## config.mk

```make
export PLATFORM = sky130hd
export DESIGN_NAME = oah_probe
export DESIGN_NICKNAME = d
export VERILOG_FILES = /design/src/hw/rtl/oah_pkg.sv /design/src/hw/rtl/oah_probe.sv
export SDC_FILE = /design/constraint.sdc
export NUM_CORES = 1
export LEC_CHECK = 0
export BUFFER_PORTS_ARGS = -buffer_cell sky130_fd_sc_hd__buf_2
export CAP_MARGIN = 20
export CORE_AREA = 3 3 166 168
export CTS_CLUSTER_SIZE = 30
export DETAILED_ROUTE_END_ITERATION = 16
export DIE_AREA = 0 0 169 171
export PLACE_DENSITY = 0.72
export REMOVE_ABC_BUFFERS = 1
export SETUP_SLACK_MARGIN = 0.02
export SLEW_MARGIN = 20
export SYNTH_ARGS = -nofsm -noshare
export SYNTH_HDL_FRONTEND = slang
export SYNTH_SLANG_ARGS = --single-unit
```

## constraint.sdc

```tcl
create_clock -name clk_i -period 6.2 [get_ports clk_i]
set_input_delay 0.31 -clock clk_i [delete_from_list [all_inputs] [get_ports clk_i]]
set_output_delay 0.31 -clock clk_i [all_outputs]
set_load 0.02 [all_outputs]
```

## src/hw/rtl/oah_pkg.sv

```systemverilog
`timescale 1ns / 1ps
// ----------------------------------------------------------------------------
// oah_pkg: shared types and constants
// Slot geometry, request/response payloads and slot memory access structs
// for the open-addressing hash table.
// ----------------------------------------------------------------------------
package oah_pkg;

  // Slot count, a power of two: the home slot is the low hash bits.
  localparam int unsigned TABLE_SLOTS = 256;
  localparam int unsigned SLOT_W      = $clog2(TABLE_SLOTS);
  localparam int unsigned USED_W      = $clog2(TABLE_SLOTS + 1);
  localparam int unsigned LIMIT_W     = 8;
  // Width for the load check, wide enough for used+1 and for the limit.
  localparam int unsigned CMP_W       = (USED_W + 1 > LIMIT_W + 1) ? USED_W + 1 : LIMIT_W + 1;

  // 0.75 of 256 slots
  localparam logic [LIMIT_W-1:0] LOAD_LIMIT_RST = 8'd192;

  typedef enum logic [1:0] {
    MODE_SET    = 2'd0,
    MODE_GET    = 2'd1,
    MODE_EXISTS = 2'd2,
    MODE_DELETE = 2'd3
  } mode_e;

  typedef enum logic [1:0] {
    TAG_EMPTY = 2'd0,
    TAG_LIVE  = 2'd1,
    TAG_TOMB  = 2'd2
  } tag_e;

  typedef logic [SLOT_W-1:0] slot_idx_t;

  typedef struct packed {
    mode_e       mode;
    logic [31:0] key_id;
    logic [31:0] key_hash;
    logic [63:0] value_in;
  } req_t;

  typedef struct packed {
    logic        found;
    logic [63:0] value_out;
    logic        status;
  } rsp_t;

  typedef struct packed {
    logic      en;
    slot_idx_t addr;
  } mem_rd_t;

  typedef struct packed {
    logic        tag_we;
    logic        val_we;
    slot_idx_t   addr;
    tag_e        tag;
    logic [31:0] key;
    logic [63:0] value;
  } mem_wr_t;

  typedef struct packed {
    tag_e        tag;
    logic [31:0] key;
    logic [63:0] value;
  } mem_rsp_t;

endpackage

```

## src/hw/rtl/oah_probe.sv

```systemverilog
`timescale 1ns / 1ps
// ----------------------------------------------------------------------------
// oah_probe: request sequencer
// Walks the probe path one slot read per cycle, applies set/delete write
// back at the end of the walk and keeps the used-slot count.
// ----------------------------------------------------------------------------
module oah_probe (
  input  logic                          clk_i,
  input  logic                          rst_ni,
  input  logic [oah_pkg::LIMIT_W-1:0]   load_limit_i,
  input  logic                          req_valid_i,
  output logic                          req_ready_o,
  input  oah_pkg::req_t                 req_i,
  output logic                          res_valid_o,
  input  logic                          res_ready_i,
  output oah_pkg::rsp_t                 res_o,
  output oah_pkg::mem_rd_t              mem_rd_o,
  output oah_pkg::mem_wr_t              mem_wr_o,
  input  oah_pkg::mem_rsp_t             mem_rsp_i
);

  typedef enum logic [1:0] {
    ST_IDLE,
    ST_PROBE,
    ST_DONE
  } state_e;

  state_e                       state_q, state_d;
  oah_pkg::req_t                req_q, req_d;
  oah_pkg::rsp_t                res_q, res_d;
  oah_pkg::slot_idx_t           idx_q, idx_d;
  oah_pkg::slot_idx_t           cnt_q, cnt_d;
  oah_pkg::slot_idx_t           tomb_q, tomb_d;
  logic                         tomb_seen_q, tomb_seen_d;
  logic [oah_pkg::USED_W-1:0]   used_q, used_d;

  oah_pkg::slot_idx_t           idx_nxt, free_idx;
  logic                         over_limit, last, is_set;
  logic                         is_empty, is_hit, is_tomb, free_ok, fresh;

  assign over_limit = (oah_pkg::CMP_W'(used_q) + oah_pkg::CMP_W'(1))
                      > oah_pkg::CMP_W'(load_limit_i);
  assign idx_nxt    = (idx_q == oah_pkg::SLOT_W'(oah_pkg::TABLE_SLOTS - 1))
                      ? '0 : idx_q + oah_pkg::SLOT_W'(1);
  assign last       = (cnt_q == oah_pkg::SLOT_W'(oah_pkg::TABLE_SLOTS - 1));
  assign is_set     = (req_q.mode == oah_pkg::MODE_SET);
  assign is_empty   = (mem_rsp_i.tag == oah_pkg::TAG_EMPTY);
  assign is_tomb    = (mem_rsp_i.tag == oah_pkg::TAG_TOMB);
  assign is_hit     = (mem_rsp_i.tag == oah_pkg::TAG_LIVE) && (mem_rsp_i.key == req_q.key_id);
  // earliest tombstone wins, else the slot under evaluation
  assign free_idx   = tomb_seen_q ? tomb_q : idx_q;
  assign free_ok    = tomb_seen_q || is_tomb || is_empty;
  assign fresh      = !tomb_seen_q && is_empty;

  assign req_ready_o = (state_q == ST_IDLE);
  assign res_valid_o = (state_q == ST_DONE);
  assign res_o       = res_q;

  always_comb begin
    state_d     = state_q;
    req_d       = req_q;
    res_d       = res_q;
    idx_d       = idx_q;
    cnt_d       = cnt_q;
    tomb_d      = tomb_q;
    tomb_seen_d = tomb_seen_q;
    used_d      = used_q;
    mem_rd_o    = '0;
    mem_wr_o    = '0;
    case (state_q)
      ST_IDLE: begin
        if (req_valid_i) begin
          req_d = req_i;
          res_d = '0;
          if (req_i.mode == oah_pkg::MODE_SET && over_limit) begin
            res_d.status = 1'b1;
            state_d      = ST_DONE;
          end else if (req_i.mode != oah_pkg::MODE_SET && used_q == '0) begin
            state_d = ST_DONE;
          end else begin
            mem_rd_o.en   = 1'b1;
            mem_rd_o.addr = req_i.key_hash[oah_pkg::SLOT_W-1:0];
            idx_d         = req_i.key_hash[oah_pkg::SLOT_W-1:0];
            cnt_d         = '0;
            tomb_seen_d   = 1'b0;
            state_d       = ST_PROBE;
          end
        end
      end
      ST_PROBE: begin
        // prefetch the next slot; dropped if the walk ends here
        mem_rd_o.en   = 1'b1;
        mem_rd_o.addr = idx_nxt;
        idx_d         = idx_nxt;
        cnt_d         = cnt_q + oah_pkg::SLOT_W'(1);
        if (is_hit) begin
          state_d         = ST_DONE;
          res_d.found     = !is_set;
          res_d.value_out = (req_q.mode == oah_pkg::MODE_GET) ? mem_rsp_i.value : '0;
          if (is_set) begin
            mem_wr_o.val_we = 1'b1;
            mem_wr_o.addr   = idx_q;
            mem_wr_o.value  = req_q.value_in;
          end else if (req_q.mode == oah_pkg::MODE_DELETE) begin
            mem_wr_o.tag_we = 1'b1;
            mem_wr_o.addr   = idx_q;
            mem_wr_o.tag    = oah_pkg::TAG_TOMB;
            mem_wr_o.key    = mem_rsp_i.key;
          end
        end else if (is_empty || last) begin
          state_d = ST_DONE;
          if (is_set) begin
            if (free_ok) begin
              res_d.found     = 1'b1;
              mem_wr_o.tag_we = 1'b1;
              mem_wr_o.val_we = 1'b1;
              mem_wr_o.addr   = free_idx;
              mem_wr_o.tag    = oah_pkg::TAG_LIVE;
              mem_wr_o.key    = req_q.key_id;
              mem_wr_o.value  = req_q.value_in;
              if (fresh) begin
                used_d = used_q + oah_pkg::USED_W'(1);
              end
            end else begin
              res_d.status = 1'b1;
            end
          end
        end else if (is_tomb && !tomb_seen_q) begin
          tomb_d      = idx_q;
          tomb_seen_d = 1'b1;
        end
      end
      ST_DONE: begin
        if (res_ready_i) begin
          state_d = ST_IDLE;
        end
      end
      default: begin
        state_d = ST_IDLE;
      end
    endcase
  end

  always_ff @(posedge clk_i or negedge rst_ni) begin
    if (!rst_ni) begin
      state_q     <= ST_IDLE;
      used_q      <= '0;
      tomb_seen_q <= 1'b0;
      req_q       <= '0;
      res_q       <= '0;
      idx_q       <= '0;
      cnt_q       <= '0;
      tomb_q      <= '0;
    end else begin
      state_q     <= state_d;
      used_q      <= used_d;
      tomb_seen_q <= tomb_seen_d;
      req_q       <= req_d;
      res_q       <= res_d;
      idx_q       <= idx_d;
      cnt_q       <= cnt_d;
      tomb_q      <= tomb_d;
    end
  end

  // slot memory is only written at the end of a probe walk
  a_wr_in_probe: assert property (@(posedge clk_i) disable iff (!rst_ni)
    (mem_wr_o.tag_we || mem_wr_o.val_we) |-> state_q == ST_PROBE)
    else $error("slot write outside probe walk");

  // used count only grows, by one, and only with a live tag written
  a_used_step: assert property (@(posedge clk_i) disable iff (!rst_ni)
    (used_q != $past(used_q)) |->
      (used_q == $past(used_q) + oah_pkg::USED_W'(1)) && $past(mem_wr_o.tag_we)
      && ($past(mem_wr_o.tag) == oah_pkg::TAG_LIVE))
    else $error("bad used count update");

  // refusals only for sets, never with found
  a_refuse_set: assert property (@(posedge clk_i) disable iff (!rst_ni)
    (res_valid_o && res_o.status) |-> (req_q.mode == oah_pkg::MODE_SET) && !res_o.found)
    else $error("refusal on non-set request");

  // used count bounded by the table size
  a_used_bound: assert property (@(posedge clk_i) disable iff (!rst_ni)
    used_q <= oah_pkg::USED_W'(oah_pkg::TABLE_SLOTS))
    else $error("used count overflow");

endmodule

```

# ---- Word level (Yosys, flattened, before mapping)
# Cells that the tools add are included.
dict set report totals {
  reg_bits 200
  input_bits 240
  out_inout_bits 185
  elab_cells 121
}
dict set report op_classes {
  addsub 4
  magnitude_cmp 1
  eq_ne 23
  mux 53
  bitwise 2
  reduce_logical 26
}
# op count
set ops {}
lappend ops {{two-way mux 108 bit} 5}
lappend ops {{two-way mux 64 bit} 3}
lappend ops {{case mux 66 bit (2 select lines)} 1}
lappend ops {{two-way mux 8 bit} 9}
lappend ops {{two-way mux 66 bit} 1}
lappend ops {{two-way mux 42 bit} 1}
lappend ops {{two-way mux 34 bit} 1}
lappend ops {{== test 32 bit} 1}
lappend ops {{case mux 8 bit (2 select lines)} 2}
lappend ops {{two-way mux 9 bit} 3}
lappend ops {{inequality test 2 bit (second input constant)} 10}
lappend ops {{two-way mux 1 bit} 18}
lappend ops {{case mux 9 bit (2 select lines)} 1}
lappend ops {{adder 8 x 1 -> 8 bit (second input constant)} 2}
lappend ops {{== test 8 bit (second input constant)} 2}
lappend ops {{two-way mux 2 bit} 6}
lappend ops {{AND reduction 6 bit} 2}
lappend ops {{adder 9 x 1 -> 10 bit (second input constant)} 1}
lappend ops {{> comparator 10 x 8 -> 1 bit} 1}
lappend ops {{adder 9 x 1 -> 9 bit (second input constant)} 1}
lappend ops {{zero test 9 bit} 1}
lappend ops {{inequality test 3 bit (second input constant)} 3}
lappend ops {{zero test 2 bit} 4}
lappend ops {{AND reduction 4 bit} 2}
lappend ops {{other kinds (14)} 28}

# ---- Logic depth before layout (Yosys ltp)
# Gate-level depths: netlist of run 1.
dict set report logic_depth {
  word_depth 8
  depth_mapped 12
  depth_no_buf 11
}

# ---- Least setup slack after synthesis of run 1
# Ideal clock, no wire load.
dict set report synth_path {
  kind {register to output}
  start {register used_q[2] (netlist bit)}
  end {output port mem_rd_o[1] (netlist bit)}
  t_arrival_ps 2928
  t_required_ps 5890
  slack_ps 2962
  stages_incl_launch_ff 12
  n_path_buf 1
  cell_sequence {dfrtp_1 > nand3_1 > or2_2 > nor2_1 > xor2_1 > ha_1 > a211oi_1 > a41o_1 > a211oi_2 > or2_2 > buf_4 > o21ai_0}
}
# item line
set synth_rtl {}
lappend synth_rtl {{from (decl)} oah_probe.sv:35} ;# logic [oah_pkg::USED_W-1:0] used_q, used_d;
lappend synth_rtl {{from (signal assigned)} oah_probe.sv:156} ;# used_q <= used_d;
lappend synth_rtl {{to (decl)} oah_probe.sv:17} ;# output oah_pkg::mem_rd_t mem_rd_o,

==> impl_metrics.yaml, run 1 <==
status:
  status: "complete, but fails checks"
  violations: "negative hold slack"
timing:
  clock_skew_ps: 22.1
  fin_crit_ps: 4280
  finalCritPeriodShare_pct: 69.1
  relSlewSlack_pct: 36.6
  layout_setup_ws_ps: 1920
  setup_viol: 0
  rsz0062_at_grt: "no"
  slew_viol_final: 0
  tightest_slew_ps: 949
  finalHoldViolations: 13
  fin_worst_hold_slack_ps: -19.0
  fmax_ghz: 0.234
  tns_ps: 0
pwr:
  ir_drop_uv: 334
  p_per_area_nw_per_um2: 457
  leakagePower_uw: 0.00701
  finalPower_uw: 5950
logic_synthesis:
  synthArstFlopShare_pct: 100
  synth_common_cells: "nand2_1 (389), dfrtp_1 (200), inv_1 (84), mux2i_1 (66), and2_1 (64)"
  synth-edff-count: 0
  synth-main-ff-cell: "dfrtp_1"
  syn_area_um2: 10200
  synth_most_common_cell: "nand2_1"
  synth_cell_types: 64
  syn_inst: 1109
  netlist.area_leader.share_pct: 48.9
  synth_area_per_cell_um2: 9.23
  synth_area_leader_cell: "dfrtp_1"
  seq_area_frac_synth_pct: 48.9
  synth_area_leaders: "dfrtp_1 (49%), nand2_1 (14%), mux2i_1 (6.5%)"
  ys_warn_count: 0
  ys_ff_latch: 200
cts:
  clock_latency_ps: 430
  cts_buffer_depth: 2
  cts.repair.resized: 0
  h-tree-depth: 4
  cts_tree: "yes"
  cts.sinks: 200
  clock-root-buffer: "clkbuf_16"
  hold_buffers: 0
  cts.clk_slew.worst_paths_ps: 80
  cts_made_buffers: 17
  post_cts_buffers: 0
grt:
  track_usage_pct: 20.3
  antenna_found_initial: 3
  grt_pass1_wl_mm: 47.3
  grt_pass1_vias: 9046
  grt-ovfl-total: 0
  grt_max_degree: 105
place:
  numPortBuffers: 400
  placed_cell_area_um2: 12400
  place.gp.congestion: 0.833
  dpl.cell_count: 1799
  dpl_worst_slack_ps: 2370
  dp_hpwl_mm: 21.4
critical_path:
  start_kind: "flip-flop"
  crit_fanout: 13
  path_class: "reg -> out"
  arrival_ps: 3970
  r2r.worst_path.cells: 11
  reg2reg_to: "idx_q[1]$_DFFE_PN0P_"
  cp-endpoint: "mem_rd_o[1]"
  required_ps: 5890
  crit_start: "used_q[2]$_DFFE_PN0P_"
  r2r_start: "used_q[2]$_DFFE_PN0P_"
  reg2reg_slack_ps: 2680
  worstSetupEndpointType: "primary output"
die:
  rows: 59
  fp.dieW_um: 169
  initial_core_util_pct: 39.3
  core-area_um2: 26100
  die_h_um: 171
  io_pins: 425
  dieArea_um2: 28900
route:
  drt_wl_total_mm: 30.0
  drc: 0
  viasPerCell: 4.91
  first_iter_violations: 448
  ant_nets: 0
  firstDrtPassIters: 4
  vias: 8998
  wl_per_cell_um: 16.4
finish:
  fin_area_um2: 13000
  stdcell_count: 1832
  fillers: 2498
  nets: 1735
  area_delta_synth_final_pct: 27.1
  drive_gt1_share_pct: 31.9
worst_hold_path:
  min_path_type: "in -> async"
job:
  cap_violations: 0
==> stage by stage <==
stage / utilization [%] / hold WS, ps
after floorplan: - / 14.4
after global placement: 47.6 / 449
after detailed placement: 47.6 / 454
after CTS: 49.9 / 13.9
after global routing: 49.9 / 23.5
final: 49.9 / -19.0
==> worst max-delay path, cell delays in order, from the launching register on <==
cell	delay [ps]
dfrtp_1	480
nand3_1	180
or2_2	360
nor2_1	200
xor2_1	190
ha_1	280
nand4_1	100
o22ai_1	80
a41o_1	210
a211oi_2	770
or2_2	410
o21ai_0	130
buf_2	170
==> where the power goes <==
part	internal, uW	leakage, uW	switching (uW)
clock network	555	0.000290	570
logic	952	0.00423	1590
registers	1880	0.00249	408
==> layer usage <==
layer / up-vias / share of wire, % / track usage [%]
met2: 332 / 50 / 35.2
met4: 4 / 1.9 / 5.72
li1: 4324 / - / -
met5: - / 0.090 / 0
met3: 40 / 7.6 / 5.52
met1: 4298 / 40 / 25.1
==> flip-flops by register name, summed over array words and instances, names as in the netlist <==
| signal | cells |
|---|---|
| cnt_q | 8 |
| idx_q | 8 |
| req_q | 98 |
| res_o | 66 |
| state_q | 2 |
| tomb_q | 8 |
| tomb_seen_q | 1 |
| used_q | 9 |
==> placed cells by master (no fill, tap or decap), drive strengths merged, types with 4 or more instances in the layout <==
| cell | netlist | routed |
|---|---|---|
| nor3b | 6 | 6 |
| ha | 12 | 12 |
| a22o | 32 | 32 |
| nor2b | 6 | 6 |
| mux2i | 66 | 66 |
| xnor2 | 41 | 41 |
| or2 | 8 | 8 |
| nand4 | 12 | 12 |
| mux2 | 6 | 6 |
| dfrtp | 200 | 200 |
| o211ai | 9 | 9 |
| inv | 84 | 91 |
| nor2 | 23 | 23 |
| nand2 | 390 | 390 |
| a311o | 5 | 5 |
| clkbuf | 35 | 20 |
| xor2 | 11 | 11 |
| buf | 20 | 409 |
| nor3 | 4 | 4 |
| o21ai | 12 | 12 |
| nand3 | 13 | 13 |
| nor4 | 5 | 5 |
| clkinv | 0 | 6 |
| or4 | 4 | 4 |
| and2 | 64 | 64 |
| a32o | 8 | 8 |
| o22ai | 4 | 4 |
==> worst min-delay path by stage <==
stage / cells past startpoint / slack, ps / endpoint
2_1_floorplan: 0 / 10 / cnt_q[0]$_DFFE_PN0P_
3_3_place_gp: 2 / 450 / req_q[19]$_DFFE_PN0P_
3_5_place_dp: 2 / 450 / req_q[32]$_DFFE_PN0P_
4_1_cts: 1 / 10 / req_q[102]$_DFFE_PN0P_
5_1_grt: 3 / 20 / req_q[1]$_DFFE_PN0P_
6_report: 1 / -20 / req_q[102]$_DFFE_PN0P_
==> area by class of cell <==
cell class,count,area [um^2],share of cell area [%]
Antenna cell,1,2.50,0.0192
Clock inverter,13,154,1.18
Inverter,84,315,2.42
Timing Repair Buffer,410,2090,16.0
Clock buffer,19,443,3.40
Multi-Input combinational cell,770,4590,35.3
Sequential cell,200,5000,38.5
Tap cell,335,419,3.22
==> logic make-up after synthesis <==
logic type | after synthesis | share of synthesized area, %
flip-flops | 200 | 48.9
multiplexers | 72 | 7.11
AND/OR/NAND/NOR | 543 | 24.0
AO/OA/AOI/OAI | 91 | 7.46
adder cells (fa/ha/maj) | 12 | 1.47
XOR/XNOR | 52 | 4.45
buffers and inverters | 139 | 6.67
Note: power is estimated with default switching activity, not from simulation.
==> inputs of run 2 (changes only) <==
--- a/config.mk
+++ b/config.mk
@@ -5,13 +5,14 @@
 export SDC_FILE = /design/constraint.sdc
 export NUM_CORES = 1
 export LEC_CHECK = 0
+export ABC_AREA = 1
 export BUFFER_PORTS_ARGS = -buffer_cell sky130_fd_sc_hd__buf_2
 export CAP_MARGIN = 20
-export CORE_AREA = 3 3 166 168
+export CORE_AREA = 3 3 163 165
 export CTS_CLUSTER_SIZE = 30
 export DETAILED_ROUTE_END_ITERATION = 16
-export DIE_AREA = 0 0 169 171
-export PLACE_DENSITY = 0.72
+export DIE_AREA = 0 0 166 168
+export PLACE_DENSITY = 0.78
 export REMOVE_ABC_BUFFERS = 1
 export SETUP_SLACK_MARGIN = 0.02
 export SLEW_MARGIN = 20
==> constraint.sdc (replaced) <==
create_clock -name clk_i -period 3.5 [get_ports clk_i]
set_input_delay 0.175 -clock clk_i [delete_from_list [all_inputs] [get_ports clk_i]]
set_output_delay 0.175 -clock clk_i [all_outputs]
set_load 0.02 [all_outputs]
==> run 2 against run 1 <==
  * The run now ends clean
  * Critical path depth increased by 3
  * Sequential share of layout area decreased by 4.8 points
  * Utilization increased by 9.1 points
  * Clock power increased by 89%
  * Routed wire length increased by 23%
  * Count of clock-buffer cells in the layout decreased by 2
  * Synthesized area increased by 3.8%
  * Combinational power increased by 34%
==> impl_metrics.yaml, run 2 <==
route:
  first_iter_violations: 1085
  viasPerCell: 5.21
  wl_per_cell_um: 17.0
  firstDrtPassIters: 6
  drc: 0
  vias: 11295
  ant_nets: 0
  drt_wl_total_mm: 36.8
finish:
  nets: 2074
  fillers: 2064
  final_core_util_pct: 59.1
  drive_gt1_share_pct: 30.7
  mostFrequentLayoutCells: "buf_2 (395), nand2_1 (362), dfrtp_1 (199)"
  final_common_cell: "buf_2"
  largest_register_ffs: 98
  area_delta_synth_final_pct: 40.0
  regMostFlops: "req_q"
cts:
  clock-root-buffer: "clkbuf_16"
  cts.clk_slew.worst_paths_ps: 80
  cts_buffer_depth: 2
  cts_made_buffers: 17
  h-tree-depth: 4
  cts.sinks: 200
  clock_latency_ps: 450
  cts_tree: "yes"
die:
  io_pins: 425
  fp.dieW_um: 166
  rows: 58
  die_h_um: 168
  core-area_um2: 25200
  initial_core_util_pct: 42.2
  dieArea_um2: 27900
critical_path:
  arrival_ps: 3090
  worstSetupEndpointType: "primary output"
  r2r.worst_path.cells: 16
  path_class: "reg -> out"
  reg2reg_slack_ps: 660
  reg2reg_to: "cnt_q[7]$_DFFE_PN0P_"
  r2r_start: "used_q[3]$_DFFE_PN0P_"
  required_ps: 3320
  start_kind: "flip-flop"
  crit_fanout: 12
grt:
  track_usage_pct: 25.6
  grt_pass1_wl_mm: 58.3
  grt_pass1_vias: 11100
  antenna_found_initial: 5
  grt_max_degree: 194
  grt-ovfl-total: 0
worst_hold_path:
  holdPathEnd: "req_q[122]$_DFFE_PN0P_"
  worstHoldStart: "req_i[122]"
  holdPathStages: 3
  min_path_type: "in -> reg"
place:
  place.gp.congestion: 0.937
  dp_hpwl_mm: 24.5
  numPortBuffers: 400
pwr:
  leakagePower_uw: 0.00776
  p_per_area_nw_per_um2: 615
  finalPower_uw: 9150
  ir_drop_uv: 349
logic_synthesis:
  synthArstFlopShare_pct: 100
  synth_area_per_cell_um2: 8.01
  ys_warn_count: 0
  synth_area_leaders: "dfrtp_1 (47%), nand2_1 (13%), mux2_2 (7.7%)"
  ys_ff_latch: 200
  synth_cell_types: 40
  syn_inst: 1327
  synth-main-ff-cell: "dfrtp_1"
  synth-edff-count: 0
  seq_area_frac_synth_pct: 47.1
  synth_common_cells: "nand2_1 (365), dfrtp_1 (200), nor2_1 (141), o21ai_0 (116), inv_1 (110)"
  syn_area_um2: 10600
  synth_most_common_cell: "nand2_1"
  synth_area_leader_cell: "dfrtp_1"
  netlist.area_leader.share_pct: 47.1
status:
  status: "completed"
job:
  cap_violations: 0
timing:
  fin_worst_hold_slack_ps: 12.3
  tightest_slew_ps: 1000
  finalHoldViolations: 0
  finalCritPeriodShare_pct: 93.3
  fmax_ghz: 0.306
  clock_skew_ps: 23.7
  relSlewSlack_pct: 33.1
  rsz0062_at_grt: "yes"
  setup_viol: 0
  tns_ps: 0
  slew_viol_final: 0
  fin_crit_ps: 3270
==> run 2: final cells by class <==
| type | count | area, um^2 | share of cell area [%] |
|---|---|---|---|
| diodes | 2 | 5.00 | 0.0336 |
| clock buffers | 17 | 425 | 2.86 |
| clock inverters | 15 | 224 | 1.51 |
| inverters | 116 | 435 | 2.93 |
| multi-input cells | 940 | 4890 | 32.9 |
| flip-flops and latches | 200 | 5010 | 33.7 |
| well taps | 330 | 413 | 2.78 |
| repair buffers | 547 | 3470 | 23.3 |
==> run 2: per-stage QoR <==
step / setup slack (ps) / cell area [um^2] / instances
after global placement: 448 / 12800 / 2000
final: 234 / 14900 / 2167
after global routing: -76.8 / 14900 / 2167
after floorplan: -2650 / 10300 / 1255
after CTS: 31.2 / 14800 / 2161
after detailed placement: 382 / 12800 / 2000
==> run 2: repair_timing <==
item | 4_1_cts | 5_1_grt
resized for setup | 1 | 12
setup endpoints to repair | 9 | 9
hold buffers | 129 | 0
pin swaps | 0 | 1
endpoints found under the hold margin | 229 | 0
gates cloned | 0 | 1
setup buffers | 0 | 3
==> run 2: worst max-delay path by stage <==
| stage | from | end | slack, ps | cells past startpoint |
|---|---|---|---|---|
| after floorplan | state_q[0]$_DFFE_PN0P_ | mem_rd_o[8] | -2650 | 5 |
| after global placement | used_q[2]$_DFFE_PN0P_ | cnt_q[7]$_DFFE_PN0P_ | 450 | 16 |
| after detailed placement | used_q[2]$_DFFE_PN0P_ | cnt_q[7]$_DFFE_PN0P_ | 380 | 16 |
| after CTS | used_q[2]$_DFFE_PN0P_ | mem_rd_o[4] | 30 | 15 |
| after global routing | used_q[3]$_DFFE_PN0P_ | mem_rd_o[6] | -80 | 15 |
| final | used_q[3]$_DFFE_PN0P_ | mem_rd_o[3] | 230 | 15 |
==> run 2: cell families after synthesis <==
family          after synthesis  synth area share, %
compound gates              181                 8.95
xor+xnor                     17                 1.40
simple gates                656                 25.8
mux                          73                 7.74
buf+inv                     188                 7.57
fa+ha+maj                    12                 1.41
flops                       200                 47.1
==> run 2: report_power, final <==
group | total, uW | leakage (uW) | internal, uW | switching [uW]
clock | 2140 | 0.000312 | 1010 | 1130
combinational | 3400 | 0.00494 | 1330 | 2070
sequential | 3600 | 0.00251 | 3050 | 551
==> run 2: worst max-delay path, stage by stage, from the launching register on <==
cell and delay, ps:
dfrtp_1 430, nand4_1 130, or2_2 340, nor3b_2 190, xor2_1 210, inv_1 70
ha_1 290, nand2_1 50, inv_1 60, nand4_1 110, nand2_2 110, nand3_2 110
nand3_4 130, nand2_8 100, nor2_1 150, buf_2 180
==> run 2: per-layer routing <==
| layer | part of all wire [%] | global-route usage, % |
|---|---|---|
| met3 | 8.4 | 6.25 |
| met5 | 0.068 | 0 |
| met1 | 38 | 30.5 |
| met2 | 48 | 43.6 |
| met4 | 5.3 | 12.4 |
